[config.mk]
export PLATFORM = sky130hd
export DESIGN_NAME = zero_run_length_encoder_unit
export DESIGN_NICKNAME = d
export VERILOG_FILES = /design/src/zrle_pkg.sv /design/src/zrle_ram.sv /design/src/zrle_queue.sv /design/src/zrle_front.sv /design/src/zrle_back.sv /design/src/zero_run_length_encoder_unit.sv
export SDC_FILE = /design/constraint.sdc
export NUM_CORES = 1
export LEC_CHECK = 0
export ABC_AREA = 1
export ABC_CLOCK_PERIOD_IN_PS = 3600
export BUFFER_PORTS_ARGS = -buffer_cell sky130_fd_sc_hd__buf_2
export CAP_MARGIN = 5
export CORE_MARGIN = 5
export CORE_UTILIZATION = 47
export CTS_CLUSTER_SIZE = 28
export DETAILED_ROUTE_END_ITERATION = 8
export HOLD_SLACK_MARGIN = 0.15
export PLACE_DENSITY = 0.61
export SYNTH_ARGS = -nofsm -noshare
export SYNTH_HDL_FRONTEND = slang
export SYNTH_HIERARCHICAL = 1
export SYNTH_SLANG_ARGS = --single-unit
[constraint.sdc]
create_clock -name clk -period 3.6 [get_ports clk]
set_input_delay 0.36 -clock clk [delete_from_list [all_inputs] [get_ports clk]]
set_output_delay 0.36 -clock clk [all_outputs]
set_load 0.01 [all_outputs]
[src/zrle_pkg.sv]
// ----------------------------------------------------------------------------
// zrle_pkg
// Shared types and constants for the zero run length encoder.
// ----------------------------------------------------------------------------
`default_nettype none

package zrle_pkg;

  // Run length counter width and limits
  localparam int RUN_W = 6;
  localparam logic [RUN_W-1:0] RUN_MAX    = 6'h3f;
  localparam logic [RUN_W-1:0] MERGED_MAX = 6'hf;
  localparam logic [RUN_W-1:0] HOLD_LIMIT = 6'd8;

  // Control byte tags
  localparam logic [7:0] ZERO_TAG   = 8'h40;
  localparam logic [7:0] MERGED_TAG = 8'h80;

  // Literal buffer depth per bank
  localparam int LITERAL_DEPTH_DEF = 64;

  // Command queue depth between front and back
  localparam int QUEUE_DEPTH = 2;
  localparam int QPTR_W      = $clog2(QUEUE_DEPTH);

  // Input item kinds carried on tuser
  localparam logic OP_DATA = 1'b0;
  localparam logic OP_END  = 1'b1;

  // One closed run, handed from front to back
  typedef struct packed {
    logic [7:0]       ctrl;    // control byte
    logic [RUN_W-1:0] nlit;    // literal bytes that follow
    logic             bank;    // literal buffer bank
    logic             is_end;  // run closed by an end item
  } cmd_t;

  // Back reports a bank fully read out
  typedef struct packed {
    logic valid;
    logic bank;
  } bank_done_t;

  typedef enum logic [1:0] {
    BK_CMD,
    BK_READ,
    BK_WAIT
  } back_state_t;

endpackage

`default_nettype wire

[src/zrle_ram.sv]
// ----------------------------------------------------------------------------
// zrle_ram
// Generic single write port, single read port RAM with registered read.
// ----------------------------------------------------------------------------
`default_nettype none

module zrle_ram #(
  parameter int WIDTH = 8,
  parameter int DEPTH = 128
) (
  input  wire logic                     clk,
  input  wire logic                     we,
  input  wire logic [$clog2(DEPTH)-1:0] wr_addr,
  input  wire logic [WIDTH-1:0]         wr_data,
  input  wire logic                     rd_en,
  input  wire logic [$clog2(DEPTH)-1:0] rd_addr,
  output logic      [WIDTH-1:0]         rd_data
);

  logic [WIDTH-1:0] mem [DEPTH];

  // Write port
  always_ff @(posedge clk) begin
    if (we) begin
      mem[wr_addr] <= wr_data;
    end
  end

  // Registered read port, holds when not enabled
  always_ff @(posedge clk) begin
    if (rd_en) begin
      rd_data <= mem[rd_addr];
    end
  end

endmodule

`default_nettype wire

[src/zrle_queue.sv]
// ----------------------------------------------------------------------------
// zrle_queue
// Short command FIFO between the classifying front and the emitting back.
// ----------------------------------------------------------------------------
`default_nettype none

module zrle_queue
  import zrle_pkg::*;
(
  input  wire logic clk,
  input  wire logic rst,
  input  wire logic push,
  input  wire cmd_t push_cmd,
  output logic      full,
  input  wire logic pop,
  output logic      head_valid,
  output cmd_t      head_cmd
);

  cmd_t              entries [QUEUE_DEPTH];
  logic [QPTR_W-1:0] wr_ptr;
  logic [QPTR_W-1:0] rd_ptr;
  logic [QPTR_W:0]   count;

  assign full       = (count == (QPTR_W+1)'(QUEUE_DEPTH));
  assign head_valid = (count != '0);
  assign head_cmd   = entries[rd_ptr];

  // Store pushed commands
  always_ff @(posedge clk) begin
    if (push) begin
      entries[wr_ptr] <= push_cmd;
    end
  end

  // Advance pointers and occupancy
  always_ff @(posedge clk) begin
    if (rst) begin
      wr_ptr <= '0;
      rd_ptr <= '0;
      count  <= '0;
    end else begin
      if (push) begin
        wr_ptr <= wr_ptr + 1'b1;
      end
      if (pop) begin
        rd_ptr <= rd_ptr + 1'b1;
      end
      if (push && !pop) begin
        count <= count + 1'b1;
      end else if (pop && !push) begin
        count <= count - 1'b1;
      end
    end
  end

endmodule

`default_nettype wire

[src/zrle_front.sv]
// ----------------------------------------------------------------------------
// zrle_front
// Accepts input beats, tracks the open run, buffers literals and issues one
// command for each closed run that produces output.
// ----------------------------------------------------------------------------
`default_nettype none

module zrle_front
  import zrle_pkg::*;
#(
  parameter int LITERAL_DEPTH = LITERAL_DEPTH_DEF
) (
  input  wire logic                               clk,
  input  wire logic                               rst,
  input  wire logic                               s_tvalid,
  output logic                                    s_tready,
  input  wire logic [7:0]                         s_tdata,
  input  wire logic                               s_tuser,
  output logic                                    q_push,
  output cmd_t                                    q_cmd,
  input  wire logic                               q_full,
  input  wire bank_done_t                         done,
  output logic                                    ram_we,
  output logic [$clog2(2*LITERAL_DEPTH)-1:0]      ram_addr,
  output logic [7:0]                              ram_data
);

  localparam int IW = $clog2(LITERAL_DEPTH);

  logic             started,    started_next;
  logic             zero_run,   zero_run_next;
  logic [RUN_W-1:0] run_count,  run_count_next;
  logic [2:0]       held_zeros, held_zeros_next;
  logic             cur_bank,   cur_bank_next;
  logic [1:0]       busy,       busy_next;

  logic             accept;
  logic             is_end;
  logic             is_zero;
  logic             close;
  logic             emit_zero;
  logic [RUN_W-1:0] base;

  // Stall while the queue is full or a bank that may be written is draining
  assign s_tready = !q_full && !busy[cur_bank] &&
                    !(started && !zero_run && busy[!cur_bank]);

  always_comb begin
    accept  = s_tvalid && s_tready;
    is_end  = (s_tuser == OP_END);
    is_zero = (s_tdata == 8'h00);

    // Decide whether the open run closes on this beat
    close = started && (is_end || (is_zero != zero_run) || (run_count >= RUN_MAX) ||
            ((held_zeros != 3'd0) && (run_count >= MERGED_MAX)));
    emit_zero = is_end || (run_count >= HOLD_LIMIT);

    // Build the command for the closing run
    q_cmd.bank   = cur_bank;
    q_cmd.is_end = is_end;
    if (zero_run) begin
      q_cmd.ctrl = ZERO_TAG | {2'b00, run_count};
      q_cmd.nlit = '0;
    end else begin
      q_cmd.nlit = run_count;
      if (held_zeros != 3'd0) begin
        q_cmd.ctrl = MERGED_TAG | {1'b0, held_zeros, run_count[3:0]};
      end else begin
        q_cmd.ctrl = {2'b00, run_count};
      end
    end
    q_push = accept && close && (!zero_run || emit_zero);

    started_next    = started;
    zero_run_next   = zero_run;
    run_count_next  = run_count;
    held_zeros_next = held_zeros;
    cur_bank_next   = cur_bank;
    base            = run_count;
    ram_we          = 1'b0;

    if (accept) begin
      if (is_end) begin
        // Flush and return to idle
        started_next    = 1'b0;
        zero_run_next   = 1'b0;
        run_count_next  = '0;
        held_zeros_next = 3'd0;
        if (close && !zero_run) begin
          cur_bank_next = !cur_bank;
        end
      end else begin
        if (!started) begin
          started_next  = 1'b1;
          zero_run_next = is_zero;
          base          = '0;
        end else if (close) begin
          zero_run_next = is_zero;
          base          = '0;
          if (zero_run) begin
            held_zeros_next = emit_zero ? 3'd0 : run_count[2:0];
          end else begin
            held_zeros_next = 3'd0;
            cur_bank_next   = !cur_bank;
          end
        end
        ram_we         = !is_zero;
        run_count_next = base + 1'b1;
      end
    end

    ram_addr = {cur_bank_next, IW'(base)};
    ram_data = s_tdata;

    // Track banks with literals still to be read by the back
    busy_next = busy;
    if (done.valid) begin
      busy_next[done.bank] = 1'b0;
    end
    if (q_push && (q_cmd.nlit != '0)) begin
      busy_next[q_cmd.bank] = 1'b1;
    end
  end

  // Hold run state
  always_ff @(posedge clk) begin
    if (rst) begin
      started    <= 1'b0;
      zero_run   <= 1'b0;
      run_count  <= '0;
      held_zeros <= 3'd0;
      cur_bank   <= 1'b0;
      busy       <= 2'b00;
    end else begin
      started    <= started_next;
      zero_run   <= zero_run_next;
      run_count  <= run_count_next;
      held_zeros <= held_zeros_next;
      cur_bank   <= cur_bank_next;
      busy       <= busy_next;
    end
  end

endmodule

`default_nettype wire

[src/zrle_back.sv]
// ----------------------------------------------------------------------------
// zrle_back
// Pops commands, sends the control byte, then reads the literal bytes of the
// run out of the buffer one beat at a time into the output register.
// ----------------------------------------------------------------------------
`default_nettype none

module zrle_back
  import zrle_pkg::*;
#(
  parameter int LITERAL_DEPTH = LITERAL_DEPTH_DEF
) (
  input  wire logic                               clk,
  input  wire logic                               rst,
  input  wire logic                               q_valid,
  input  wire cmd_t                               q_cmd,
  output logic                                    q_pop,
  output bank_done_t                              done,
  output logic                                    rd_en,
  output logic [$clog2(2*LITERAL_DEPTH)-1:0]      rd_addr,
  input  wire logic [7:0]                         rd_data,
  output logic                                    m_tvalid,
  input  wire logic                               m_tready,
  output logic [7:0]                              m_tdata,
  output logic                                    m_tlast,
  output logic                                    m_tuser
);

  localparam int IW = $clog2(LITERAL_DEPTH);

  back_state_t      state, state_next;
  logic [RUN_W-1:0] idx,   idx_next;
  logic [RUN_W-1:0] nlit,  nlit_next;
  logic             bank,  bank_next;
  logic             is_end, is_end_next;
  logic             m_tvalid_next;
  logic [7:0]       m_tdata_next;
  logic             m_tlast_next;
  logic             m_tuser_next;
  logic             out_free;
  logic             last_lit;

  assign out_free = !m_tvalid || m_tready;
  assign last_lit = (idx == nlit - 1'b1);
  assign rd_addr  = {bank, IW'(idx)};

  // Next state and output register loads
  always_comb begin
    state_next    = state;
    idx_next      = idx;
    nlit_next     = nlit;
    bank_next     = bank;
    is_end_next   = is_end;
    m_tvalid_next = m_tvalid && !m_tready;
    m_tdata_next  = m_tdata;
    m_tlast_next  = m_tlast;
    m_tuser_next  = m_tuser;
    q_pop         = 1'b0;
    rd_en         = 1'b0;
    done.valid    = 1'b0;
    done.bank     = bank;

    unique case (state)
      BK_CMD: begin
        if (q_valid && out_free) begin
          q_pop         = 1'b1;
          m_tvalid_next = 1'b1;
          m_tdata_next  = q_cmd.ctrl;
          m_tlast_next  = (q_cmd.nlit == '0);
          m_tuser_next  = q_cmd.is_end && (q_cmd.nlit == '0);
          nlit_next     = q_cmd.nlit;
          bank_next     = q_cmd.bank;
          is_end_next   = q_cmd.is_end;
          idx_next      = '0;
          if (q_cmd.nlit != '0) begin
            state_next = BK_READ;
          end
        end
      end
      BK_READ: begin
        rd_en      = 1'b1;
        state_next = BK_WAIT;
      end
      BK_WAIT: begin
        if (out_free) begin
          m_tvalid_next = 1'b1;
          m_tdata_next  = rd_data;
          m_tlast_next  = last_lit;
          m_tuser_next  = is_end && last_lit;
          if (last_lit) begin
            done.valid = 1'b1;
            state_next = BK_CMD;
          end else begin
            idx_next   = idx + 1'b1;
            state_next = BK_READ;
          end
        end
      end
      default: begin
        state_next = BK_CMD;
      end
    endcase
  end

  // Control registers
  always_ff @(posedge clk) begin
    if (rst) begin
      state    <= BK_CMD;
      m_tvalid <= 1'b0;
    end else begin
      state    <= state_next;
      m_tvalid <= m_tvalid_next;
    end
  end

  // Payload registers
  always_ff @(posedge clk) begin
    idx     <= idx_next;
    nlit    <= nlit_next;
    bank    <= bank_next;
    is_end  <= is_end_next;
    m_tdata <= m_tdata_next;
    m_tlast <= m_tlast_next;
    m_tuser <= m_tuser_next;
  end

endmodule

`default_nettype wire

[src/zero_run_length_encoder_unit.sv]
// Order: a closed run's command passes through the command queue; the back then loads
// its control byte, then each literal byte by a buffer read and an output load.
// Throughput: one input beat per cycle, stalled while the two-entry command queue
// is full or while a literal bank that may be written is still being read out.
// Reset: rst is synchronous, active high; it clears run state, queue and output valid.
// The literal buffer is not cleared; only bytes of the current run are read.
// ----------------------------------------------------------------------------
// zero_run_length_encoder_unit
// Zero run length encoder: a front classifies bytes into zero and literal
// runs, a queue carries closed runs to a back that emits the encoded bytes.
// ----------------------------------------------------------------------------
`default_nettype none

module zero_run_length_encoder_unit
  import zrle_pkg::*;
#(
  parameter int LITERAL_DEPTH = LITERAL_DEPTH_DEF
) (
  input  wire logic       clk,
  input  wire logic       rst,
  input  wire logic       s_tvalid,
  output logic            s_tready,
  input  wire logic [7:0] s_tdata,   // [7:0] data_byte
  input  wire logic       s_tuser,   // [0] op
  output logic            m_tvalid,
  input  wire logic       m_tready,
  output logic [7:0]      m_tdata,   // [7:0] out_byte
  output logic            m_tlast,   // last_of_run
  output logic            m_tuser    // [0] stream_end
);

  localparam int AW = $clog2(2*LITERAL_DEPTH);

  logic          q_push;
  cmd_t          q_cmd;
  logic          q_full;
  logic          q_pop;
  logic          q_valid;
  cmd_t          q_head;
  bank_done_t    done;
  logic          ram_we;
  logic [AW-1:0] ram_wr_addr;
  logic [7:0]    ram_wr_data;
  logic          ram_rd_en;
  logic [AW-1:0] ram_rd_addr;
  logic [7:0]    ram_rd_data;

  zrle_front #(
    .LITERAL_DEPTH(LITERAL_DEPTH)
  ) u_front (
    .clk     (clk),
    .rst     (rst),
    .s_tvalid(s_tvalid),
    .s_tready(s_tready),
    .s_tdata (s_tdata),
    .s_tuser (s_tuser),
    .q_push  (q_push),
    .q_cmd   (q_cmd),
    .q_full  (q_full),
    .done    (done),
    .ram_we  (ram_we),
    .ram_addr(ram_wr_addr),
    .ram_data(ram_wr_data)
  );

  zrle_queue u_queue (
    .clk       (clk),
    .rst       (rst),
    .push      (q_push),
    .push_cmd  (q_cmd),
    .full      (q_full),
    .pop       (q_pop),
    .head_valid(q_valid),
    .head_cmd  (q_head)
  );

  zrle_ram #(
    .WIDTH(8),
    .DEPTH(2*LITERAL_DEPTH)
  ) u_ram (
    .clk    (clk),
    .we     (ram_we),
    .wr_addr(ram_wr_addr),
    .wr_data(ram_wr_data),
    .rd_en  (ram_rd_en),
    .rd_addr(ram_rd_addr),
    .rd_data(ram_rd_data)
  );

  zrle_back #(
    .LITERAL_DEPTH(LITERAL_DEPTH)
  ) u_back (
    .clk     (clk),
    .rst     (rst),
    .q_valid (q_valid),
    .q_cmd   (q_head),
    .q_pop   (q_pop),
    .done    (done),
    .rd_en   (ram_rd_en),
    .rd_addr (ram_rd_addr),
    .rd_data (ram_rd_data),
    .m_tvalid(m_tvalid),
    .m_tready(m_tready),
    .m_tdata (m_tdata),
    .m_tlast (m_tlast),
    .m_tuser (m_tuser)
  );

  // Stream end always closes the results of its beat
  a_end_is_last: assert property (@(posedge clk) disable iff (rst)
    (m_tvalid && m_tuser) |-> m_tlast)
    else $error("stream end without last");

  // Front never pushes into a full queue
  a_no_push_full: assert property (@(posedge clk) disable iff (rst)
    q_push |-> !q_full)
    else $error("push into full command queue");

  // Literal buffer is never written where the back is reading
  a_no_rw_clash: assert property (@(posedge clk) disable iff (rst)
    (ram_rd_en && ram_we) |-> (ram_rd_addr != ram_wr_addr))
    else $error("literal buffer read and write collide");

endmodule

`default_nettype wire

### After elaboration in Yosys (flattened, before gate mapping)

Memories as Yosys holds them, arrays and structs flattened. A register that Yosys moved wholly into a read port is not among the register bits.
Index checks and enable logic that the tools add are counted.

* add/sub/neg operators: 7
* $lt $le $gt $ge: 8
* equality and inequality tests: 10
* multiplexer cells: 71
* bitwise logic cells: 3
* reductions and logical operators: 52

Operator list (count)
* 6-bit two-way mux: 10
* 1-bit two-way mux: 37
* 8-bit two-way mux: 3
* 1-bit logical AND: 19
* 8-bit one-hot mux with 2 select lines: 1
* 3-bit two-way mux: 5
* 14-bit two-way mux: 1
* 2-bit two-way mux: 7
* 6-bit by 1-bit adder with 6-bit output, second input constant: 2
* 6-bit by 4-bit >= comparator with 1-bit output, second input constant: 2
* 6-bit one-hot mux with 2 select lines: 1
* 6-bit nonzero test: 2
* 1-bit logical NOT: 10
* 2-bit nonzero test: 5
* 3-bit AND reduction: 3
* 8-bit logical NOT: 1
* 6-bit == test: 1
* 6-bit >= comparator, second input constant: 1
* 6-bit logical NOT: 1
* 1-bit logical OR: 6
* 1-bit by 2-bit less-than comparator with 1-bit output, second input constant: 3
* 2-bit by 1-bit != test with 1-bit output, second input constant: 3
* 1-bit one-hot mux with 2 select lines: 3
* 2-bit one-hot mux with 3 select lines: 1
* other kinds (18): 23

* register bits: 45
* memory bits (writable): 1056
* output and inout bits: 12
* memories: 2

Memory list
* u_ram.mem: words 128, width 8, read ports 1, clocked after Yosys merged registers in 1, wr ports 1, line zrle_ram.sv:20 `logic [WIDTH-1:0] mem [DEPTH];`
* u_queue.entries: words 2, width 16, read ports 1, clocked after Yosys merged registers in 1, wr ports 1, line zrle_queue.sv:20 `cmd_t entries [QUEUE_DEPTH];`

### Depth between registers and ports, before layout

* depth after elaboration: 13
* gate-level depth with buffers: 18

### Modules after synthesis

Netlist, hierarchy kept.

By module, submodules not included
* zrle_ram: instances 1, cells an instance 3575, area each 42184.2 sq um, sequential area each 30989.7 sq um
* zrle_queue: instances 1, cells an instance 83, area each 1436.4 sq um, sequential area each 1061.0 sq um
* zrle_back: instances 1, cells an instance 161, area each 1381.3 sq um, sequential area each 780.7 sq um
* zrle_front: instances 1, cells an instance 181, area each 1129.8 sq um, sequential area each 280.3 sq um

### Worst setup path after synthesis

Ideal clock, no wire load.

* kind: reg2reg
* start: reg u_front.zero_run
* end: mem u_ram.mem[111][0], enable pin
* setup time: 0.370 ns
* arrival time: 2.542 ns
* data required time: 3.230 ns
* setup slack: 0.688 ns
* stages on the path, launching flop included: 13
* clock period less this slack: 2.912 ns
* cell sequence: dfxtp_1 -> inv_2 -> nand2_2 -> a21oi_2 -> nor3_4 -> nand2_4 -> clkbuf_1 -> o22ai_1 -> inv_1 -> nor3_1 -> nand2_1 -> clkbuf_1 -> nor2_1

RTL lines
* start: declaration: line zrle_front.sv:31 `logic zero_run, zero_run_next;`
* start signal: assignment: line zrle_front.sv:136 `zero_run <= zero_run_next;`
* 1-bit logical NOT: line zrle_front.sv:46 `!(started && !zero_run && busy[!cur_bank]);`
* 1-bit logical AND (2 in series): line zrle_front.sv:46
* 1-bit logical NOT: line zrle_front.sv:46
* 1-bit logical AND: line zrle_front.sv:45 `assign s_tready = !q_full && !busy[cur_bank] &&`
* net s_tready: line zero_run_length_encoder_unit.sv:22 `output logic s_tready,`
* 1-bit logical AND: line zrle_front.sv:49 `accept = s_tvalid && s_tready;`
* 6-bit two-way mux: line zrle_front.sv:82 `if (accept) begin`
* net ram_wr_addr[1]: line zero_run_length_encoder_unit.sv:42 `logic [AW-1:0] ram_wr_addr;`
* end: declaration: line zrle_ram.sv:20

The timed path passes the listed nets, and every way through them passes these cells. The select of a mux whose other input is x is not followed.

### Final worst setup path

* start: reg u_front.started
* end: mem u_ram.mem[12][6], enable pin

RTL lines
* start: declaration: line zrle_front.sv:30 `logic started, started_next;`
* start signal: assignment: line zrle_front.sv:135 `started <= started_next;`
* 1-bit logical AND: line zrle_front.sv:54 `close = started && (is_end || (is_zero != zero_run) || (run_count >= RUN_MAX) ||`
* 6-bit two-way mux: line zrle_front.sv:97 `end else if (close) begin`
* 6-bit two-way mux: line zrle_front.sv:93 `if (!started) begin`
* 6-bit two-way mux: line zrle_front.sv:83 `if (is_end) begin`
* 6-bit two-way mux: line zrle_front.sv:82
* 6-bit two-way mux: line zrle_front.sv:83
* 6-bit two-way mux *: line zrle_front.sv:82
* net ram_wr_addr[4]: line zero_run_length_encoder_unit.sv:42

Mark *: on every way through the listed nets, which the timed path passes. The rest lies on a longest branch. The select of a mux whose other input is x is not followed.

==> results.sh <==
export IMPL_ys_seq_elements=1110
export IMPL_synth_area_per_cell_um2=11.5
export IMPL_sequentialPowerShare_pct=37.5
export IMPL_avgViaCountPerCell=5.55
export IMPL_critPathSlowestCell="nor2_1"
export IMPL_slew_headroom_pct=18.7
export IMPL_instances_no_fill=5487
export IMPL_synthFlopType="edfxtp_1"
export IMPL_rsz0062_at_grt="yes"
export IMPL_nets=4125
export IMPL_worst_slack_ns=0.151
export IMPL_drt_iter0_drc=3251
export IMPL_ant_nets=0
export IMPL_dr_pass1_iters=6
export IMPL_clk_latency_ns=0.69
export IMPL_htree_levels=3
export IMPL_netlist_area_um2=46100
export IMPL_p_per_area_nw_per_um2=758
export IMPL_tns_ns=0
export IMPL_yosys_warnings=6
export IMPL_place_inst=5272
export IMPL_cts_sinks=1110
export IMPL_clock_path_buffers=3
export IMPL_die_area_um2=105000
export IMPL_vdd_drop_max_mv=1.14
export IMPL_crit_chain="nand2_2 -> a21oi_2 -> nor3_4 -> nand2_4 -> nor2_2 -> buf_4 -> o22ai_1 -> nor2_1 -> nand2_1 -> nor2_1"
export IMPL_gp_congestion=0.845
export IMPL_slowest_delay_ns=0.67
export IMPL_crit_path_end_kind="register"
export IMPL_power_internal_mw=24.9
export IMPL_ys_seq_area_share_pct=71.8
export IMPL_cp_common_cell="nor2_1"
export IMPL_synth_edf_count=1088
export IMPL_crit_required_ns=3.89
export IMPL_root_buffer="clkbuf_16"
export IMPL_tightest_slew_ns=1.22
export IMPL_clk_pin_slew_ns=0.06
export IMPL_num_rows=115
export IMPL_layout_area_seq_um2=33100
export IMPL_diodes=0
export IMPL_p_leak_nw=18.8
export IMPL_setup_viol=0
export IMPL_die_w_um=323
export IMPL_skew_ns=0.0302
export IMPL_fillers=8371
export IMPL_synthCells=4000
export IMPL_core_area_um2=97800
export IMPL_finalCritPeriodShare_pct=95.8
export IMPL_grt_overflow_total=0
export IMPL_p_clk_share_pct=29.2
export IMPL_status="complete, no violations"
export IMPL_post_cts_buffers=0
export IMPL_worstPathArrival_ns=3.74
export IMPL_area_growth_pct=12.7
export IMPL_synth_nets=4017
export IMPL_fmax_mhz=290
export IMPL_synthArstFlopShare_pct=0
export IMPL_start_util_pct=47.1
export IMPL_num_io_pins=25
export IMPL_final_util_pct=53.1
export IMPL_wl_mm=120
export IMPL_drc=0
export IMPL_finalHoldViolCount=0
export IMPL_critPathMaxFanout=10
export IMPL_portBuffers=24
export IMPL_vias=30449
export IMPL_fp_dieH_um=323
export IMPL_synth_distinct_cells=40
export IMPL_grt_max_degree=143
export IMPL_maxCapViolations=0
export IMPL_finalMaxSlewViolations=0
export IMPL_dp_slack_ns=0.0669
export IMPL_grt_pass1_wl_mm=181
export IMPL_multiInputGateArea_um2=11200
export IMPL_switching_share_pct=36.9
export IMPL_finalCriticalPeriod_ns=3.45
export IMPL_cts_buffers=114
export IMPL_switchingPower_mw=14.5
export IMPL_comb_power_share_pct=33.3
export IMPL_cts_tree="done"
export IMPL_worstSetupPathType="register to register"
export IMPL_antenna_found_initial=0
export IMPL_drive_gt1_share_pct=10.7
export IMPL_grt_pass1_vias=29070
export IMPL_hold_path_class="input pin to register"
export IMPL_hpwl_mm=70.9
export IMPL_wl_per_cell_um=21.9
export IMPL_grtUsageTotal_pct=22.8
export IMPL_startpoint_type="register"
==> placed cells by master (no fill, tap or decap), types with 6 or more instances in the layout <==
cell type / netlist / layout
nand3_1: 949 / 949
buf_2: 123 / 16
nand4_1: 9 / 9
a21oi_1: 22 / 22
nor2_2: 5 / 7
buf_4: 59 / 200
o22ai_1: 7 / 6
o21ai_0: 11 / 11
clkbuf_16: 0 / 116
buf_12: 1 / 18
clkinv_1: 0 / 27
mux2_2: 6 / 6
bufinv_16: 0 / 10
inv_1: 69 / 68
edfxtp_1: 1088 / 1088
nor3_1: 13 / 13
clkinv_2: 0 / 19
clkbuf_1: 37 / 23
nor2_1: 182 / 180
nand2_1: 1307 / 1307
inv_2: 11 / 10
dfxtp_1: 22 / 22
buf_6: 23 / 8
dlygate4sd3_1: 0 / 7
mux2_4: 10 / 10
==> registers in the layout, summed over array words and instances, names as in the netlist, 2 cells and up, named ones only <==
signal              count
u_ram/mem            1024
u_queue/entries        32
u_queue/count           2
u_back/state            2
u_back/nlit             6
u_back/m_tdata          8
u_front/run_count       6
u_front/held_zeros      3
u_ram/rd_data           8
u_front/busy            2
u_back/idx              6
==> power by group through the flow <==
stage	registers, mW	clock network [mW]	logic (mW)
floorplan	14.9	0	8.89
global placement	15.0	0	12.9
detailed placement	15.0	0	13.0
CTS	14.8	11.7	13.1
global route	14.8	12.2	14.4
finish	14.8	11.5	13.1
==> metal layers <==
layer	share of wire (%)	track usage (%)	wire length, µm	vias up
met5	0	0	0	-
met2	47	36.1	55900	1255
met3	8.4	4.24	10000	212
met4	2.8	6.42	3380	0
met1	42	32.6	50700	14776
li1	-	-	-	14206
==> cell type report <==
class / count / share of cell area (%)
Sequential cell: 1110 / 63.7
Multi-Input combinational cell: 2552 / 21.5
Clock buffer: 143 / 5.86
Timing Repair Buffer: 249 / 4.04
Tap cell: 1287 / 3.10
Clock inverter: 65 / 1.14
Inverter: 81 / 0.635
==> Yosys cell counts (2+ instances only) <==
cell type / n / share of area (%)
o22ai_1: 7 / 0.095
xnor2_1: 2 / 0.038
nor4_1: 2 / 0.027
inv_2: 11 / 0.090
o21ai_0: 11 / 0.12
buf_2: 123 / 1.3
a21oi_1: 22 / 0.24
mux2_4: 10 / 0.33
mux2_2: 6 / 0.15
nand4_1: 9 / 0.12
nand2_1: 1307 / 11
edfxtp_1: 1088 / 71
buf_1: 14 / 0.11
inv_1: 69 / 0.56
dfxtp_1: 22 / 0.95
buf_6: 23 / 0.56
nor2_1: 182 / 1.5
nor2_4: 2 / 0.049
a31oi_1: 3 / 0.041
nand3_1: 949 / 10
nor3_1: 13 / 0.14
clkbuf_1: 37 / 0.30
ha_1: 4 / 0.11
nor2_2: 5 / 0.068
nand2_2: 5 / 0.068
a21oi_2: 2 / 0.038
buf_4: 59 / 0.96
==> final timing paths <==
path,slack (ns),startpoint,cells after the start,endpoint
worst max register to register,0.15,u_front/started,10,u_ram/mem[12][6]
worst max-delay path,0.15,u_front/started,10,u_ram/mem[12][6]
worst min-delay path,0.18,s_tdata[5],8,u_front/zero_run
worst min register to register,0.49,u_front/run_count[4],2,u_front/run_count[4]
==> critical path: cells and delay by family (launching register included) <==
family	cells	cell delay [ns]
buffers and inverters	1	0.20
DFF	1	0.39
and+or+nand+nor	7	2.21
AOI/OAI and AO/OA	2	0.23
==> repair_timing <==
item | 4_1_cts | 5_1_grt
hold buffers | 7 | 0
endpoints found under the setup margin | 0 | 188
hold endpoints to repair | 20 | 0
gates resized for setup | 0 | 3
==> logic make-up (layout without fill, tap and decap cells) <==
family | after synthesis | in the layout | share of synthesized area [%]
simple gates | 2480 | 2480 | 23.0
flops | 1110 | 1110 | 71.8
buf+inv | 338 | 538 | 3.99
compound gates | 49 | 49 | 0.594
mux | 16 | 16 | 0.472
fa+ha+maj | 4 | 4 | 0.108
xor+xnor | 3 | 3 | 0.0570
==> metrics by stage <==
stage / instance area (µm²) / power (mW) / hold WS (ns)
floorplan: 46100 / 23.8 / 0.429
global placement: 48300 / 28.0 / 0.474
detailed placement: 48300 / 28.0 / 0.477
CTS: 52000 / 39.5 / 0.153
global route: 52000 / 41.4 / 0.213
finish: 52000 / 39.4 / 0.185
Note: power is estimated with default switching activity, not from simulation.
